<file path="src/hdl/nse_pkg.sv">
`default_nettype none

package nse_pkg;

    // angle and code formats
    localparam int PHASE_W    = 32;
    localparam int PROD_W     = PHASE_W + 8;
    localparam int CODE_W     = 8;
    localparam int MAX_STAGES = 32;

    // cordic datapath: fraction bits added on entry and growth headroom
    localparam int FRAC_SHIFT = 16;
    localparam int HEADROOM   = 3;

    localparam logic [PHASE_W-1:0] PHASE_PI  = 32'h8000_0000;
    localparam logic [PHASE_W-1:0] PHASE_ZERO = 32'h0000_0000;

    // rounding bias for truncation toward zero of a negative product
    localparam logic [PROD_W-1:0] TRUNC_BIAS = 40'h00_FFFF_FFFF;

    localparam logic [CODE_W-1:0] CODE_ZERO      = 8'd0;
    localparam logic [CODE_W-1:0] CODE_HALF_TURN = 8'd127;
    localparam logic [CODE_W-1:0] CODE_MAX       = 8'd255;

    // atan(2^-i) as a binary phase, full turn = 2^32
    localparam logic [PHASE_W-1:0] ATAN_PHASE [0:MAX_STAGES-1] = '{
        32'h20000000, 32'h12E4051E, 32'h09FB385B, 32'h051111D4,
        32'h028B0D43, 32'h0145D7E1, 32'h00A2F61E, 32'h00517C55,
        32'h0028BE53, 32'h00145F2F, 32'h000A2F98, 32'h000517CC,
        32'h00028BE6, 32'h000145F3, 32'h0000A2FA, 32'h0000517D,
        32'h000028BE, 32'h0000145F, 32'h00000A30, 32'h00000518,
        32'h0000028C, 32'h00000146, 32'h000000A3, 32'h00000051,
        32'h00000029, 32'h00000014, 32'h0000000A, 32'h00000005,
        32'h00000003, 32'h00000001, 32'h00000001, 32'h00000000
    };

    // flags that ride along with the azimuth cordic
    typedef struct packed {
        logic xy_zero;
        logic y_zero;
        logic x_neg;
    } az_flags_t;

    // flags that ride along with the polar cordic
    typedef struct packed {
        logic pole;
        logic z_neg;
    } po_flags_t;

endpackage

`default_nettype wire

</file>
<file path="src/hdl/nse_cordic.sv">
`default_nettype none

module nse_cordic #(
    parameter int IN_W   = 16,
    parameter int STAGES = 16,
    parameter int SIDE_W = 1
) (
    input  logic                          clk,
    input  logic                          rst_n,
    input  logic                          adv,
    input  logic                          in_valid,
    input  logic signed [IN_W-1:0]        vec_x,
    input  logic signed [IN_W-1:0]        vec_y,
    input  logic [SIDE_W-1:0]             side_in,
    output logic                          out_valid,
    output logic [nse_pkg::PHASE_W-1:0]   phase,
    output logic [SIDE_W-1:0]             side_out
);

    localparam int W  = IN_W + nse_pkg::FRAC_SHIFT + nse_pkg::HEADROOM;
    localparam int NS = (STAGES < nse_pkg::MAX_STAGES) ? STAGES : nse_pkg::MAX_STAGES;

    logic signed [W-1:0]              x_reg     [0:NS];
    logic signed [W-1:0]              y_reg     [0:NS];
    logic [nse_pkg::PHASE_W-1:0]      ph_reg    [0:NS];
    logic                             valid_reg [0:NS];
    logic [SIDE_W-1:0]                side_reg  [0:NS];

    logic signed [W-1:0]              x_ext;
    logic signed [W-1:0]              y_ext;
    logic signed [W-1:0]              x0_next;
    logic signed [W-1:0]              y0_next;
    logic [nse_pkg::PHASE_W-1:0]      ph0_next;

    // entry: fold left half-plane onto the right, start from pi there
    always_comb
    begin
        x_ext = {{(W-IN_W){vec_x[IN_W-1]}}, vec_x} <<< nse_pkg::FRAC_SHIFT;
        y_ext = {{(W-IN_W){vec_y[IN_W-1]}}, vec_y} <<< nse_pkg::FRAC_SHIFT;
        if (vec_x[IN_W-1])
        begin
            x0_next  = -x_ext;
            y0_next  = -y_ext;
            ph0_next = nse_pkg::PHASE_PI;
        end
        else
        begin
            x0_next  = x_ext;
            y0_next  = y_ext;
            ph0_next = nse_pkg::PHASE_ZERO;
        end
    end

    always_ff @(posedge clk or negedge rst_n)
    begin
        if (!rst_n)
        begin
            valid_reg[0] <= 1'b0;
        end
        else if (adv)
        begin
            valid_reg[0] <= in_valid;
        end
    end

    always_ff @(posedge clk)
    begin
        if (adv)
        begin
            x_reg[0]    <= x0_next;
            y_reg[0]    <= y0_next;
            ph_reg[0]   <= ph0_next;
            side_reg[0] <= side_in;
        end
    end

    // vectoring micro-rotations, one per stage
    for (genvar k = 0; k < NS; k++) begin : g_stage
        logic signed [W-1:0]         dx;
        logic signed [W-1:0]         dy;
        logic                        up;
        logic signed [W-1:0]         x_next;
        logic signed [W-1:0]         y_next;
        logic [nse_pkg::PHASE_W-1:0] ph_next;

        always_comb
        begin
            dx = y_reg[k] >>> k;
            dy = x_reg[k] >>> k;
            up = !y_reg[k][W-1] && (y_reg[k] != '0);
            if (up)
            begin
                x_next  = x_reg[k] + dx;
                y_next  = y_reg[k] - dy;
                ph_next = ph_reg[k] + nse_pkg::ATAN_PHASE[k];
            end
            else
            begin
                x_next  = x_reg[k] - dx;
                y_next  = y_reg[k] + dy;
                ph_next = ph_reg[k] - nse_pkg::ATAN_PHASE[k];
            end
        end

        always_ff @(posedge clk or negedge rst_n)
        begin
            if (!rst_n)
            begin
                valid_reg[k+1] <= 1'b0;
            end
            else if (adv)
            begin
                valid_reg[k+1] <= valid_reg[k];
            end
        end

        always_ff @(posedge clk)
        begin
            if (adv)
            begin
                x_reg[k+1]    <= x_next;
                y_reg[k+1]    <= y_next;
                ph_reg[k+1]   <= ph_next;
                side_reg[k+1] <= side_reg[k];
            end
        end
    end

    assign out_valid = valid_reg[NS];
    assign phase     = ph_reg[NS];
    assign side_out  = side_reg[NS];

endmodule

`default_nettype wire

</file>
<file path="config.mk">
export PLATFORM = sky130hd
export DESIGN_NAME = nse_cordic
export DESIGN_NICKNAME = d
export VERILOG_FILES = /design/src/hdl/nse_pkg.sv /design/src/hdl/nse_cordic.sv
export SDC_FILE = /design/constraint.sdc
export NUM_CORES = 2
export LEC_CHECK = 0
export BUFFER_PORTS_ARGS = -buffer_cell sky130_fd_sc_hd__buf_4
export CAP_MARGIN = 40
export CORE_ASPECT_RATIO = 0.7
export CORE_MARGIN = 1
export CORE_UTILIZATION = 53
export CTS_CLUSTER_SIZE = 25
export DETAILED_ROUTE_END_ITERATION = 10
export MAX_ROUTING_LAYER = met4
export PLACE_DENSITY = 0.77
export SLEW_MARGIN = 20
export SYNTH_ARGS = -nofsm -noshare
export SYNTH_HDL_FRONTEND = slang
export SYNTH_SLANG_ARGS = --single-unit
</file>
<file path="constraint.sdc">
create_clock -name clk -period 9.3 [get_ports clk]
set_input_delay 0.93 -clock clk [delete_from_list [all_inputs] [get_ports clk]]
set_output_delay 0.93 -clock clk [all_outputs]
set_load 0.05 [all_outputs]
</file>
==> flow_summary_export.csv <==
group,metric,value,unit
detailed_routing,drt_iter0_drc,9913,
setup_path,critical_path_class,"flip-flop to flip-flop",
logic_synthesis,synth_async_sr_flop_share,0.0123,
clock_network,cts-htree-levels,4,
logic_synthesis,synthFlopType,"edfxtp_1",
sta,fin_skew,0.0554,ns
detailed_routing,wl_per_cell,22.7,µm
logic_synthesis,synth_compound_area_frac,0.194,
clock_network,cts_made_buffers,155,
sta,layout_min_cycle_time,7.62,ns
run,maxCapViolCount,0,
logic_synthesis,synthMuxAreaShare,0.00769,
clock_network,postCtsSetupBuffers,0,
sta,drv_slew,0,
floorplanning,core.rowCount,141,
detailed_routing,drt-total-wl,336000,µm
setup_path,startpoint,"y_reg[0][362]$_DFFE_PP_",
logic_synthesis,synth_warnings,0,
global_route,grt_pass1_vias,86000,
layout,drive_gt1_frac,0.0406,
clock_network,cts.sinks,1385,
global_route,grt_max_degree,212,
setup_path,cp-endpoint,"y_reg[0][418]$_DFFE_PP_",
logic_synthesis,seq_area_frac_synth,0.365,
floorplanning,initial_core_util,0.536,
sta,rsz0062_at_grt,"false",
detailed_routing,vias_per_cell,6.25,
setup_path,reg2reg_from,"y_reg[0][362]$_DFFE_PP_",
floorplanning,coreArea,212000,µm²
placement,gp_congestion,1.03,
logic_synthesis,synth_adder_area_share,0.147,
setup_path,required,9.86,ns
setup_path,worst_setup_path_start_kind,"flip-flop",
layout,fillers,18100,
clock_network,cts_tree,"done",
floorplanning,die_width,556,µm
clock_network,cts.repair.resized,0,
logic_synthesis,ys_ff_latch,1385,
sta,setup_viol,0,
global_route,grt_antenna_before_repair,24,
sta,fin_setup_tns,0,ns
placement,io_buffers,69,
status,outcome,"finished clean",
layout,largest_reg_flops,480,
setup_path,cp-end-kind,"flip-flop",
detailed_routing,ant_nets,0,
sta,worstMarginPinSlew,0.987,ns
logic_synthesis,postSynthCellCount,11700,
sta,period_share,0.819,
sta,max_clock_freq,131,MHz
global_route,grt_pass1_wl,513000,µm
setup_path,reg2reg_slack,1.68,ns
clock_network,clockBufferDepth,4,
logic_synthesis,synth-edff-count,1368,
logic_synthesis,synth_top_family_by_area,"compound AO/OA/AOI/OAI gates",
logic_synthesis,syn_avg_cell_area,9.74,µm²
sta,final_hold_viol_count,0,
global_route,grt_usage,0.312,
detailed_routing,dr.pass1.iters,8,
clock_network,path_clk_slew,0.06,ns
logic_synthesis,ys_types,99,
floorplanning,die_area,216000,µm²
clock_network,clock_latency,0.84,ns
sta,slew_headroom,0.334,
logic_synthesis,synth_area,114000,µm²
logic_synthesis,synth_xor_xnor_area_share,0.130,
layout,nets,13200,
layout,syn2layout_area_growth,7.98,%
setup_path,timing.rr.end,"y_reg[0][418]$_DFFE_PP_",
placement,dp_hpwl,267000,µm
detailed_routing,vias,92600,
setup_path,r2r_cells,22,
logic_synthesis,synth-simple-area-share,0.134,
floorplanning,die_y,390,µm
global_route,gr-total-overflow,0,
detailed_routing,drc,0,
hold_path,hold_path.class,"input port to flip-flop",
setup_path,crit_arrival,8.17,ns
clock_network,ctsHoldBuffers,1,
setup_path,critPathMaxFanout,20,
floorplanning,pin_count,71,
clock_network,clock-root-buffer,"clkbuf_16",
## worst min path at each step
stage	endpoint	slack [ns]	from	depth (start not counted)
final	side_reg[0][0]$_DFFE_PP_	0.29	side_in	1
after global routing	side_reg[0][0]$_DFFE_PP_	0.25	side_in	1
after CTS	side_reg[0][0]$_DFFE_PP_	0.23	side_in	1
after detailed placement	side_reg[0][8]$_DFFE_PP_	0.41	side_reg[0][7]$_DFFE_PP_	0
after global placement	side_reg[0][15]$_DFFE_PP_	0.40	side_reg[0][14]$_DFFE_PP_	0
after floorplan	ph_reg[0][129]$_DFFE_PP_	0.40	ph_reg[0][97]$_DFFE_PP_	0
## logic make-up (layout without fill, tap and decap cells)
group / Yosys count / after routing
XOR/XNOR: 1688 / 1688
AO/OA/AOI/OAI: 3406 / 3406
other: 1 / 46
AND/OR/NAND/NOR: 3120 / 3120
adder cells (fa/ha/maj): 1315 / 1315
flip-flops: 1385 / 1385
buffers and inverters: 679 / 918
multiplexers: 85 / 85
## critical path, stage by stage (launching register included)
cell      delay (ns)
edfxtp_1        0.50
nor4_1          0.35
nand2_1         0.18
or3_1           0.43
nand2b_1        0.20
or2_2           0.36
nor4_2          0.64
or2_1           0.55
inv_1           0.11
buf_4           0.24
nor2_1          0.17
xnor2_1         0.10
ha_1            0.34
o21ai_0         0.14
a21boi_0        0.35
o41ai_1         0.19
o31ai_1         0.35
a21oi_1         0.15
o41ai_1         0.88
a21oi_1         0.27
o31ai_1         0.43
o311ai_0        0.21
buf_1           0.20
## per-stage QoR
| stage | cell area, µm² | setup WS [ns] | hold slack [ns] | cells | util |
|---|---|---|---|---|---|
| 2_1_floorplan | 114000 | 2.66 | 0.400 | 11700 | - |
| 3_3_place_gp | 118000 | 2.02 | 0.402 | 14500 | 0.556 |
| 3_5_place_dp | 118000 | 1.99 | 0.406 | 14500 | 0.556 |
| 4_1_cts | 123000 | 1.94 | 0.229 | 14800 | 0.579 |
| 5_1_grt | 123000 | 1.08 | 0.249 | 14800 | 0.579 |
| 6_report | 123000 | 1.68 | 0.285 | 14800 | 0.579 |
## area by class of cell
cell class	instances	area (µm²)	share of cell area
diodes	6	15.0	0.000122
clock inverters	86	778	0.00634
clock buffers	181	4020	0.0327
well taps	2860	3580	0.0291
repair buffers	122	1100	0.00892
inverters	529	1990	0.0162
multi-input cells	9654	69800	0.569
flip-flops and latches	1385	41500	0.338
## placed cells by master (no fill, tap or decap), drive strengths merged, types with 196 or more instances in the layout
| master | count |
|---|---|
| xnor2 | 1112 |
| nand2 | 719 |
| a21o | 459 |
| xor2 | 576 |
| o21ai | 633 |
| nor3 | 304 |
| nand3 | 218 |
| o31ai | 196 |
| nor2 | 863 |
| inv | 536 |
| a21oi | 1026 |
| edfxtp | 1368 |
| ha | 1281 |
## metal layers
| layer | GRT usage | up-vias | share of wire |
|---|---|---|---|
| met3 | 0.0503 | 425 | 0.094 |
| met2 | 0.417 | 3847 | 0.39 |
| met1 | 0.491 | 44300 | 0.50 |
| met5 | - | - | 0 |
| met4 | 0.0574 | 0 | 0.019 |
| li1 | - | 44000 | - |
## synth_stat cells, drive strengths merged (19+ instances only)
cell type  number  share of area
a31oi          83         0.0046
or2            51         0.0028
nor3b          24         0.0016
o211ai         68         0.0045
a41oi          20         0.0017
nor3          304          0.013
a221oi         19         0.0015
a31o           30         0.0023
and4           25         0.0019
or4            66         0.0045
o311ai         21         0.0016
a21boi         63         0.0042
or3           128         0.0071
xnor2        1112          0.086
nor4          127         0.0074
o2111ai        21         0.0016
buf            31         0.0011
nand4          76         0.0042
nand3         218         0.0096
o21a          175          0.012
and3          106         0.0058
ha           1281           0.14
o41ai          86         0.0066
nor2          863          0.029
nand2         719          0.024
o21bai        163          0.011
nand3b         20         0.0013
o31a           32         0.0025
nor2b         125         0.0069
xor2          576          0.044
mux2i          66         0.0058
mux2           19         0.0019
nand2b        181          0.010
a211oi        103         0.0068
clkbuf        119         0.0039
and2           62         0.0034
inv           526          0.017
o31ai         196          0.013
a211o          33         0.0025
a21oi        1026          0.045
edfxtp       1368           0.36
fa             34         0.0060
o21ai         633          0.028
a2111oi        34         0.0027
a21o          459          0.030
Power is not shown: default switching activity piles up to over one toggle a cycle in this logic, so the estimate is an artifact.
