[config.mk]
export PLATFORM = sky130hd
export DESIGN_NAME = nse_isqrt
export DESIGN_NICKNAME = d
export VERILOG_FILES = /design/src/hdl/nse_isqrt.sv
export SDC_FILE = /design/constraint.sdc
export NUM_CORES = 1
export LEC_CHECK = 0
export ABC_CLOCK_PERIOD_IN_PS = 4900
export BUFFER_PORTS_ARGS = -buffer_cell sky130_fd_sc_hd__buf_2
export CORE_MARGIN = 3
export CORE_UTILIZATION = 25
export CTS_CLUSTER_DIAMETER = 50
export CTS_CLUSTER_SIZE = 24
export DETAILED_ROUTE_END_ITERATION = 10
export SLEW_MARGIN = 20
export SYNTH_ARGS = -nofsm -noshare
export SYNTH_HDL_FRONTEND = slang
export SYNTH_SLANG_ARGS = --single-unit
[constraint.sdc]
create_clock -name clk -period 4.9 [get_ports clk]
set_input_delay 0.49 -clock clk [delete_from_list [all_inputs] [get_ports clk]]
set_output_delay 0.49 -clock clk [all_outputs]
set_load 0.005 [all_outputs]
[src/hdl/nse_isqrt.sv]
`default_nettype none

module nse_isqrt #(
    parameter int RAD_W  = 32,
    parameter int SIDE_W = 1
) (
    input  logic                 clk,
    input  logic                 rst_n,
    input  logic                 adv,
    input  logic                 in_valid,
    input  logic [RAD_W-1:0]     radicand,
    input  logic [SIDE_W-1:0]    side_in,
    output logic                 out_valid,
    output logic [RAD_W/2-1:0]   root,
    output logic [SIDE_W-1:0]    side_out
);

    localparam int N = RAD_W / 2;

    logic [RAD_W-1:0]  v_stage     [0:N];
    logic [RAD_W:0]    r_stage     [0:N];
    logic              valid_stage [0:N];
    logic [SIDE_W-1:0] side_stage  [0:N];

    logic [RAD_W-1:0]  v_reg     [0:N-1];
    logic [RAD_W:0]    r_reg     [0:N-1];
    logic              valid_reg [0:N-1];
    logic [SIDE_W-1:0] side_reg  [0:N-1];

    assign v_stage[0]     = radicand;
    assign r_stage[0]     = '0;
    assign valid_stage[0] = in_valid;
    assign side_stage[0]  = side_in;

    // one result bit per stage, restoring digit recurrence
    for (genvar k = 0; k < N; k++) begin : g_stage
        localparam logic [RAD_W:0] BIT_K = {{RAD_W{1'b0}}, 1'b1} << (2 * (N - 1 - k));

        logic [RAD_W:0]   trial;
        logic [RAD_W-1:0] v_next;
        logic [RAD_W:0]   r_next;

        always_comb
        begin
            trial = r_stage[k] + BIT_K;
            if ({1'b0, v_stage[k]} >= trial)
            begin
                v_next = v_stage[k] - trial[RAD_W-1:0];
                r_next = (r_stage[k] >> 1) + BIT_K;
            end
            else
            begin
                v_next = v_stage[k];
                r_next = r_stage[k] >> 1;
            end
        end

        always_ff @(posedge clk or negedge rst_n)
        begin
            if (!rst_n)
            begin
                valid_reg[k] <= 1'b0;
            end
            else if (adv)
            begin
                valid_reg[k] <= valid_stage[k];
            end
        end

        always_ff @(posedge clk)
        begin
            if (adv)
            begin
                v_reg[k]    <= v_next;
                r_reg[k]    <= r_next;
                side_reg[k] <= side_stage[k];
            end
        end

        assign v_stage[k+1]     = v_reg[k];
        assign r_stage[k+1]     = r_reg[k];
        assign valid_stage[k+1] = valid_reg[k];
        assign side_stage[k+1]  = side_reg[k];
    end

    assign out_valid = valid_stage[N];
    assign root      = r_stage[N][N-1:0];
    assign side_out  = side_stage[N];

endmodule

`default_nettype wire

==> results of run 1 <==
synth_stat cells, drive strengths merged, types with 16 or more instances:
master and n:
inv 189, nor3 63, nand2 120, or3 28, nand2b 26, edfxtp 632
xnor2 102, dfrtp 16, clkbuf 34, nand4 33, a21oi 123, mux2 36
o21ai 96, xor2 88, o21a 43, a21o 37, nand3 35, nor4 76
nor2b 16, ha 150, nor2 127
critical path: cells and delay by family (launching register included):
family          cells  cell delay (ns)
simple gates        5             1.96
fa+ha+maj           1             0.45
flops               1             0.40
compound gates      1             0.33
xor+xnor            1             0.16
power by group through the flow:
stage | sequential, mW | clock (mW) | combinational, mW
finish | 7.39 | 5.53 | 2.33
global route | 7.47 | 5.94 | 2.62
CTS | 7.39 | 5.72 | 2.34
detailed placement | 7.51 | 0 | 2.33
global placement | 7.50 | 0 | 2.29
floorplan | 7.34 | 0 | 1.76
through the flow:
stage	utilization	std cells	power [mW]
3_3_place_gp	0.272	3947	9.79
3_5_place_dp	0.272	3947	9.84
2_1_floorplan	-	2296	9.10
6_report	0.293	4077	15.3
5_1_grt	0.293	4077	16.0
4_1_cts	0.293	4077	15.5
cell type report:
cell class	count	area, um^2
multi-input cells	1419	10000
inverters	190	713
well taps	1612	2020
flip-flops and latches	648	19400
clock inverters	50	614
clock buffers	79	1900
repair buffers	79	508
fillers	12100	84800
layer usage:
metal	wire (um)	vias to the layer above	track usage
met5	0	-	0
met2	28600	311	0.164
li1	-	8885	-
met3	1870	136	0.0168
met1	21300	8236	0.0883
met4	2320	0	0.0395
worst min-delay path by stage:
| stage | start | to | slack (ns) | depth (start not counted) |
|---|---|---|---|---|
| after global placement | side_reg[0][7] | side_reg[1][0] | 0.40 | 0 |
| after floorplan | rst_n | out_valid | 0.19 | 0 |
| final | radicand[21] | v_reg[0][21] | 0.08 | 1 |
| after CTS | radicand[21] | v_reg[0][21] | 0.03 | 1 |
| after global routing | radicand[2] | v_reg[0][2] | 0.04 | 1 |
| after detailed placement | side_reg[0][6] | side_reg[0][7] | 0.41 | 0 |
cells by family (layout without fill, tap and decap cells):
family,Yosys count,after routing
AO/OA/AOI/OAI,419,419
multiplexers,45,45
flip-flops,648,648
AND/OR/NAND/NOR,615,615
adder cells (fa/ha/maj),150,150
XOR/XNOR,190,190
buffers and inverters,229,398
cells in the final DEF, fill, tap and decap left out, types with 10 or more instances in the layout:
| cell | count |
|---|---|
| a21o_1 | 37 |
| o21ai_0 | 27 |
| ha_1 | 150 |
| nor3_1 | 62 |
| nor2_1 | 127 |
| buf_2 | 53 |
| nor2b_1 | 16 |
| inv_8 | 10 |
| nand3_1 | 31 |
| or4_1 | 11 |
| o21a_1 | 43 |
| nand2b_1 | 26 |
| inv_1 | 182 |
| nand4b_1 | 12 |
| o211ai_1 | 12 |
| dfrtp_1 | 16 |
| o31ai_1 | 15 |
| or3_1 | 26 |
| nand3b_1 | 12 |
| a21boi_1 | 10 |
| nand4_1 | 33 |
| mux2_2 | 20 |
| o21bai_1 | 10 |
| mux2_1 | 10 |
| buf_4 | 21 |
| edfxtp_1 | 632 |
| xor2_1 | 88 |
| a211oi_1 | 11 |
| clkbuf_16 | 75 |
| a21oi_1 | 123 |
| nor4_1 | 76 |
| o21ai_1 | 69 |
| nand2_1 | 120 |
| xnor2_1 | 102 |
repair_timing:
action	4_1_cts	5_1_grt
gates resized for setup	0	0
buffers inserted	0	0
hold buffers	1	0
endpoints found under the hold margin	16	0
==> impl_results.md, run 1 <==
* Max cap viols at 0
* Setup WS pre-CTS at 1.33 ns
* Adder-cell area share of the yosys netlist at 0.0620
* Switch share at 0.267
* Mux contribution to synthesized area at 0.0171
* Synth top area cells: edfxtp_1 (63%), ha_1 (6.2%), xnor2_1 (3.0%)
* Async set or reset register ratio after synthesis at 0.0247
* Number of flip-flops in the largest register at 480
* Compound-Gate Fraction of Synth Area at 0.0874
* Netlist cell types at 78
* Area growth from synthesis to layout at 16.2%
* Port bufs at 54
* Die Span Y at 354 um
* Critical R2R Capture: v_reg[1][216]
* Fin. Hold Viols at 0
* Yosys warning count at 0
* Req. time, crit path at 5.25 ns
* CP max stage delay at 0.57 ns
* Post-Synthesis Cells at 2296
* Fin nets at 2595
* Initial antenna violation count at 0
* Final WS setup at 1.34 ns
* Post-Route WL at 54100 um
* DRC errors left at 0
* Leading area contributor after synthesis: edfxtp_1
* Clk pwr share at 0.363
* Path depth of the worst reg2reg path at 8
* Cell Area, Placed at 32600 um^2
* Startpoint types: flop
* CP endpoint: v_reg[1][216]
* Seq cells post-synth at 648
* R2r setup slk at 1.34 ns
* Critical path fanouts, max at 18
* Starting Density at 0.252
* WHS at 0.0779 ns
* Hold WC Path Type: in -> reg
* Status: completed
* Setup_tns at 0 ns
* RSZ-0062 raised after global routing: false
* Cell-internal power at 11.2 mW
* Wirelength per Cell at 13.3 um
* Slew headroom at 0.267
* Largest net degree at the start of global routing at 130
* Count of final max-slew check failures at 0
* Initial drt markers at 794
* Dpl hpwl at 39800 um
* Peak VDD IR at 0.285 mV
* Layout cells sized above 1 at 0.103
* GR Overflow Total at 0
* CTS tree: yes
* Post-synthesis xor/xnor area fraction at 0.0550
* CTS max path bufs at 3
* Clock latency on the worst-skew pair at 0.61 ns
* Clock-pin slew on the worst setup and hold paths at 0.08 ns
* Clock skew at 0.0323 ns
* ANT cells at 0
* FP Rows at 127
* Area share of and/or/nand/nor cells after synthesis at 0.109
* Core area at 120000 um^2
* Power Dens Cells at 434 nW/um^2
* Mapped Area at 30300 um^2
* Worst Tran Pin Value at 1.09 ns
* Largest family of logic cells by synthesized area: simple AND/OR/NAND/NOR gates
* Critical-path cell list: ha_1, nand4_1, or4_1, o311ai_1, or4b_1, nor3b_1, nand4b_1, xnor2_1
* Comb power frac at 0.153
* Final ANT Viol Nets at 0
* Period utilization at 0.726
* Final min period at 3.56 ns
* Vias in the first global route at 18100
* Pre-Repair DR Iteration Count at 5
* Post-synthesis sequential area ratio at 0.640
* Ys flop type: edfxtp_1
* CTS Root Cell: clkbuf_16
* Net Count, Synth at 2483
* Via count at 17600
* Syn Area/Cell at 13.2 um^2
* Count of flip-flops with a built-in enable after synthesis at 632
* Design area at 35200 um^2
* Worst reg2reg path startpoint: v_reg[1][166]
* GP Congestion at 0.863
* Die area at 125000 um^2
* Final setup fails at 0
* Slowest CP cell: or4b_1
* Critical Path AT at 3.91 ns
* Clock sink count at 648
* Switching pwr at 4.08 mW
* Critical Path End Type: flop
* First-pass GRT wire length at 88700 um
* H-tree levels at 3
* Leakage power at 12.9 nW
* Sequential share of power at 0.485
* # IOs at 55
* Synth top area share at 0.627
* Critical Path Source: v_reg[1][166]
* Die W at 354 um
* Fmax at 281 MHz
* Setup CP Type: reg -> reg
* Via-per-instance ratio at 4.31
* GR Util All Layers at 0.0853
* CTS Buf Count at 70
Note: power is estimated with default switching activity, not from simulation.
==> run 2, diff against run 1 <==
ABC_CLOCK_PERIOD_IN_PS = 3500   (was 4900)
clock period = 3.5 ns   (was 4.9 ns; I/O delays follow)
==> run 2 against run 1 <==
Effect of this change:
- sequential power grew 39%
- clock-buffer cell count is 7 lower
- worst setup slack got worse by 1.1 ns
- non-clock buffer count up 49
- sequential cell count is the same
- clock power rose by 39%
- via count rose by 0.13%
- critical path type unchanged
- largest cell class unchanged
==> impl_results.md, run 2 (same netlist as run 1, synthesis figures left out) <==
* Status: completed (unchanged)
* Critical Path End Type: flop (unchanged)
* Most common cell after layout, fill and taps aside: edfxtp_1 (unchanged)
* Final setup fails at 0 (unchanged)
* CTS max path bufs at 3 (unchanged)
* Power Dens Cells at 598 nW/um^2 (was 434 nW/um^2)
* Core area at 120000 um^2 (unchanged)
* Max cap viols at 0 (unchanged)
* ANT cells at 0 (unchanged)
* Fin nets at 2643 (was 2595)
* Dpl hpwl at 39400 um (was 39800 um)
* # IOs at 55 (unchanged)
* Critical Path Source: v_reg[1][120] (was v_reg[1][166])
* Setup CP Type: reg -> reg (unchanged)
* Wirelength per Cell at 13.1 um (was 13.3 um)
* Leakage power at 13.1 nW (was 12.9 nW)
* H-tree levels at 3 (unchanged)
* Critical path fanouts, max at 23 (was 18)
* Final WS setup at 0.205 ns (was 1.34 ns)
* Req. time, crit path at 3.84 ns (was 5.25 ns)
* Area growth from synthesis to layout at 17.7% (was 16.2%)
* RSZ-0062 raised after global routing: false (unchanged)
* Period utilization at 0.941 (was 0.726)
* Die Span Y at 354 um (unchanged)
* Post-CTS Setup Inserts at 0 (unchanged)
* First-pass GRT wire length at 88600 um (was 88700 um)
* Cell Area, Placed at 32800 um^2 (was 32600 um^2)
* Pre-Repair DR Iteration Count at 5 (unchanged)
* GP Congestion at 0.897 (was 0.863)
* Final min period at 3.29 ns (was 3.56 ns)
* Final ANT Viol Nets at 0 (unchanged)
* CTS Buf Count at 69 (was 70)
* R2r setup slk at 0.21 ns (was 1.34 ns)
* Post-Route WL at 53900 um (was 54100 um)
* Critical R2R Capture: v_reg[1][146] (was v_reg[1][216])
* Most frequent cells in the layout: edfxtp_1 (632), inv_1 (182), ha_1 (150) (unchanged)
* Path depth of the worst reg2reg path at 7 (was 8)
* Clock skew at 0.0368 ns (was 0.0323 ns)
* CTS Root Cell: clkbuf_16 (unchanged)
* Cts hold-fix bufs at 33 (was 1)
* Clock sink count at 648 (unchanged)
* Count of final max-slew check failures at 0 (unchanged)
* Critical Path AT at 3.64 ns (was 3.91 ns)
* Port bufs at 54 (unchanged)
* Worst reg2reg path startpoint: v_reg[1][120] (was v_reg[1][166])
* Initial antenna violation count at 0 (unchanged)
* Worst Tran Pin Value at 0.846 ns (was 1.09 ns)
* Die W at 354 um (unchanged)
* Initial drt markers at 833 (was 794)
* FP Rows at 127 (unchanged)
* Peak VDD IR at 0.536 mV (was 0.285 mV)
* DRC errors left at 0 (unchanged)
* CTS tree: yes (unchanged)
* CTS-repair resized insts at 0 (unchanged)
* Die area at 125000 um^2 (unchanged)
* Via-per-instance ratio at 4.27 (was 4.31)
* Slew headroom at 0.436 (was 0.267)
* Setup_tns at 0 ns (unchanged)
* Setup WS pre-CTS at 0.190 ns (was 1.33 ns)
* GR Util All Layers at 0.0856 (was 0.0853)
* Vias in the first global route at 18100 (about the same)
* Clock-pin slew on the worst setup and hold paths at 0.07 ns (was 0.08 ns)
* Starting Density at 0.252 (unchanged)
* Via count at 17600 (about the same)
* Startpoint types: flop (unchanged)
* Fin. Hold Viols at 0 (unchanged)
* GR Overflow Total at 0 (unchanged)
* Clock latency on the worst-skew pair at 0.61 ns (about the same)
* WHS at 0.113 ns (was 0.0779 ns)
* Hold WC Path Type: in -> reg (unchanged)
* CP endpoint: v_reg[1][146] (was v_reg[1][216])
* Layout cells sized above 1 at 0.106 (was 0.103)
* Number of flip-flops in the largest register at 480 (unchanged)
* Fmax at 304 MHz (was 281 MHz)
* Largest net degree at the start of global routing at 86 (was 130)
* Power Total at 21.3 mW (was 15.3 mW)
* Design area at 35600 um^2 (was 35200 um^2)
run 2: area by class of cell:
type                            instances  area (um^2)
Timing Repair Buffer                  128         1030
Sequential cell                       648        19400
Inverter                              190          713
Fill cell                           12000        84300
Tap cell                             1612         2020
Clock buffer                           72         1760
Clock inverter                         51          698
Multi-Input combinational cell       1419        10000
run 2: how the worst min path moves through the flow:
stage,start,to,depth (start not counted)
floorplan,rst_n,out_valid,0
global placement,rst_n,valid_reg[3],1
detailed placement,rst_n,valid_reg[4],1
CTS,radicand[31],v_reg[0][31],3
global route,radicand[31],v_reg[0][31],3
finish,radicand[31],v_reg[0][31],3
run 2: report_power, final:
part | internal [mW] | switching [mW] | leakage, nW | total, mW
logic | 1.50 | 1.81 | 5.70 | 3.30
clock network | 4.33 | 3.34 | 1.20 | 7.66
registers | 9.72 | 0.615 | 6.25 | 10.3
total | 15.5 | 5.76 | 13.1 | 21.3
run 2: critical path, cell delays in order (launching register included):
cell	delay, ns
edfxtp_1	0.41
or3_4	0.41
or3_4	0.36
or4_1	0.51
or4_4	0.54
o21bai_2	0.30
buf_12	0.22
mux2_4	0.29
run 2: per-stage QoR:
step | instances | util
2_1_floorplan | 2296 | -
3_3_place_gp | 3964 | 0.274
3_5_place_dp | 3964 | 0.274
4_1_cts | 4120 | 0.297
5_1_grt | 4120 | 0.297
6_report | 4120 | 0.297
run 2: routing by layer:
metal | routed length (um) | up-vias | track usage
met5 | 0 | - | 0
met4 | 2280 | 0 | 0.0376
met3 | 1690 | 145 | 0.0166
met2 | 28600 | 288 | 0.165
met1 | 21300 | 8179 | 0.0886
li1 | - | 8979 | -
==> run 3, diff against run 2 <==
REMOVE_ABC_BUFFERS = 1   (was unset)
==> run 3 against run 2 <==
Effect of this change:
- die area did not move
- largest power group unchanged
- final cell count fell by 0.51%
- critical endpoint is now v_reg[1][144]
- cell area fell by 1.3%
- via count barely moved
- clock-buffer cell count fell by 12
- critical path depth did not move
- highest routed layer unchanged
- clock skew fell by 0.0020 ns
- sequential cell count did not move
- fmax fell by 0.59%
==> impl_results.md, run 3 (same netlist as run 1, synthesis figures left out) <==
* Die area at 125000 um^2 (unchanged)
* Count of final max-slew check failures at 0 (unchanged)
* Clock-pin slew on the worst setup and hold paths at 0.08 ns (was 0.07 ns)
* Pre-Repair DR Iteration Count at 5 (unchanged)
* Design area at 35200 um^2 (was 35600 um^2)
* Worst Tran Pin Value at 1.01 ns (was 0.846 ns)
* Clock sink count at 648 (unchanged)
* Setup CP Type: reg -> reg (unchanged)
* Clock skew at 0.0349 ns (was 0.0368 ns)
* H-tree levels at 2 (was 3)
* GR Overflow Total at 0 (unchanged)
* Die W at 354 um (unchanged)
* Wirelength per Cell at 13.5 um (was 13.1 um)
* Dpl hpwl at 41000 um (was 39400 um)
* Area growth from synthesis to layout at 16.2% (was 17.7%)
* Largest net degree at the start of global routing at 97 (was 86)
* Initial drt markers at 886 (was 833)
* Most frequent cells in the layout: edfxtp_1 (632), inv_1 (182), ha_1 (150) (unchanged)
* Layout cells sized above 1 at 0.0977 (was 0.106)
* Max cap viols at 0 (unchanged)
* Final min period at 3.31 ns (was 3.29 ns)
* CTS Buf Count at 57 (was 69)
* First-pass GRT wire length at 89900 um (was 88600 um)
* GP Congestion at 0.894 (was 0.897)
* Core area at 120000 um^2 (unchanged)
* Peak VDD IR at 0.396 mV (was 0.536 mV)
* Final core occ at 0.293 (was 0.297)
* Critical path fanouts, max at 23 (unchanged)
* CTS tree: yes (unchanged)
* CTS-repair resized insts at 0 (unchanged)
* Hold WC Path Type: in -> reg (unchanged)
* Final setup fails at 0 (unchanged)
* Starting Density at 0.252 (unchanged)
* Most common cell after layout, fill and taps aside: edfxtp_1 (unchanged)
* Slew headroom at 0.327 (was 0.436)
* Critical Path AT at 3.68 ns (was 3.64 ns)
* Fin. Hold Viols at 0 (unchanged)
* Req. time, crit path at 3.86 ns (was 3.84 ns)
* DRC errors left at 0 (unchanged)
* Post-Route WL at 55200 um (was 53900 um)
* Period utilization at 0.947 (was 0.941)
* Final ANT Viol Nets at 0 (unchanged)
* Fmax at 302 MHz (was 304 MHz)
* # IOs at 55 (unchanged)
* Via-per-instance ratio at 4.29 (was 4.27)
* Cell Area, Placed at 32800 um^2 (about the same)
* Critical Path End Type: flop (unchanged)
* Leakage power at 12.9 nW (was 13.1 nW)
* Power Dens Cells at 578 nW/um^2 (was 598 nW/um^2)
* ANT cells at 0 (unchanged)
* Via count at 17600 (about the same)
* Initial antenna violation count at 0 (unchanged)
* Clock latency on the worst-skew pair at 0.63 ns (was 0.61 ns)
* Fill cell total of the finished layout at 12000 (about the same)
* CTS max path bufs at 3 (unchanged)
* Startpoint types: flop (unchanged)
* Status: completed (unchanged)
* Number of flip-flops in the largest register at 480 (unchanged)
* RSZ-0062 raised after global routing: false (unchanged)
* GR Util All Layers at 0.0871 (was 0.0856)
* Vias in the first global route at 17800 (was 18100)
* CTS Root Cell: clkbuf_16 (unchanged)
* FP Rows at 127 (unchanged)
* Die Span Y at 354 um (unchanged)
* Port bufs at 54 (unchanged)
* Fin nets at 2628 (was 2643)
-- run 3: final timing paths --
kind | startpoint | endpoint | slack [ns] | cells after the start
max | v_reg[1][120] | v_reg[1][144] | 0.19 | 7
min | radicand[31] | v_reg[0][31] | 0.06 | 3
max reg2reg | v_reg[1][120] | v_reg[1][144] | 0.19 | 7
min reg2reg | side_reg[1][4] | side_reg[1][5] | 0.41 | 0
max in group asynchronous | rst_n | valid_reg[3] | 3.06 | 2
min in group asynchronous | rst_n | valid_reg[4] | 0.18 | 2
-- run 3: cell type report --
| cell class | count | area, um^2 | area share |
|---|---|---|---|
| multi-input cells | 1419 | 10000 | 0.285 |
| well taps | 1612 | 2020 | 0.0573 |
| flip-flops and latches | 648 | 19400 | 0.551 |
| clock inverters | 45 | 556 | 0.0158 |
| clock buffers | 60 | 1480 | 0.0421 |
| inverters | 190 | 713 | 0.0203 |
| repair buffers | 125 | 996 | 0.0283 |
-- run 3: per-stage QoR --
step / hold WS (ns) / cells / total power [mW] / TNS [ns] / worst slack, ns
floorplan: 0.0544 / 2257 / 12.7 / -0.502 / -0.153
global placement: 0.271 / 3961 / 13.8 / 0 / 0.235
detailed placement: 0.279 / 3961 / 13.8 / 0 / 0.193
CTS: 0.0178 / 4099 / 20.6 / 0 / 0.185
global route: 0.0739 / 4099 / 21.4 / 0 / 0.0802
finish: 0.0642 / 4099 / 20.3 / 0 / 0.186
-- run 3: routing by layer --
| layer | GRT usage | vias to the layer above | wire length, um |
|---|---|---|---|
| li1 | - | 8942 | - |
| met1 | 0.0957 | 8272 | 22500 |
| met2 | 0.166 | 255 | 29000 |
| met3 | 0.0152 | 111 | 1760 |
| met4 | 0.0329 | 0 | 1950 |
| met5 | 0 | - | 0 |
-- run 3: timing repair --
| action | in CTS | in global routing |
|---|---|---|
| setup buffers | 0 | 0 |
| hold buffers | 33 | 0 |
| hold endpoints to repair | 48 | 0 |
-- run 3: worst max-delay path: stages, from the launching register on --
cell and delay (ns):
edfxtp_1 0.42, or3_4 0.41, or3_4 0.36, or4_1 0.50, or4_4 0.54, o21bai_2 0.31, buf_12 0.22, mux2_4 0.29
-- run 3: where the power goes --
| group | internal, mW | switching (mW) |
|---|---|---|
| combinational | 1.49 | 1.82 |
| sequential | 9.72 | 0.638 |
| clock | 3.51 | 3.17 |
| total | 14.7 | 5.62 |
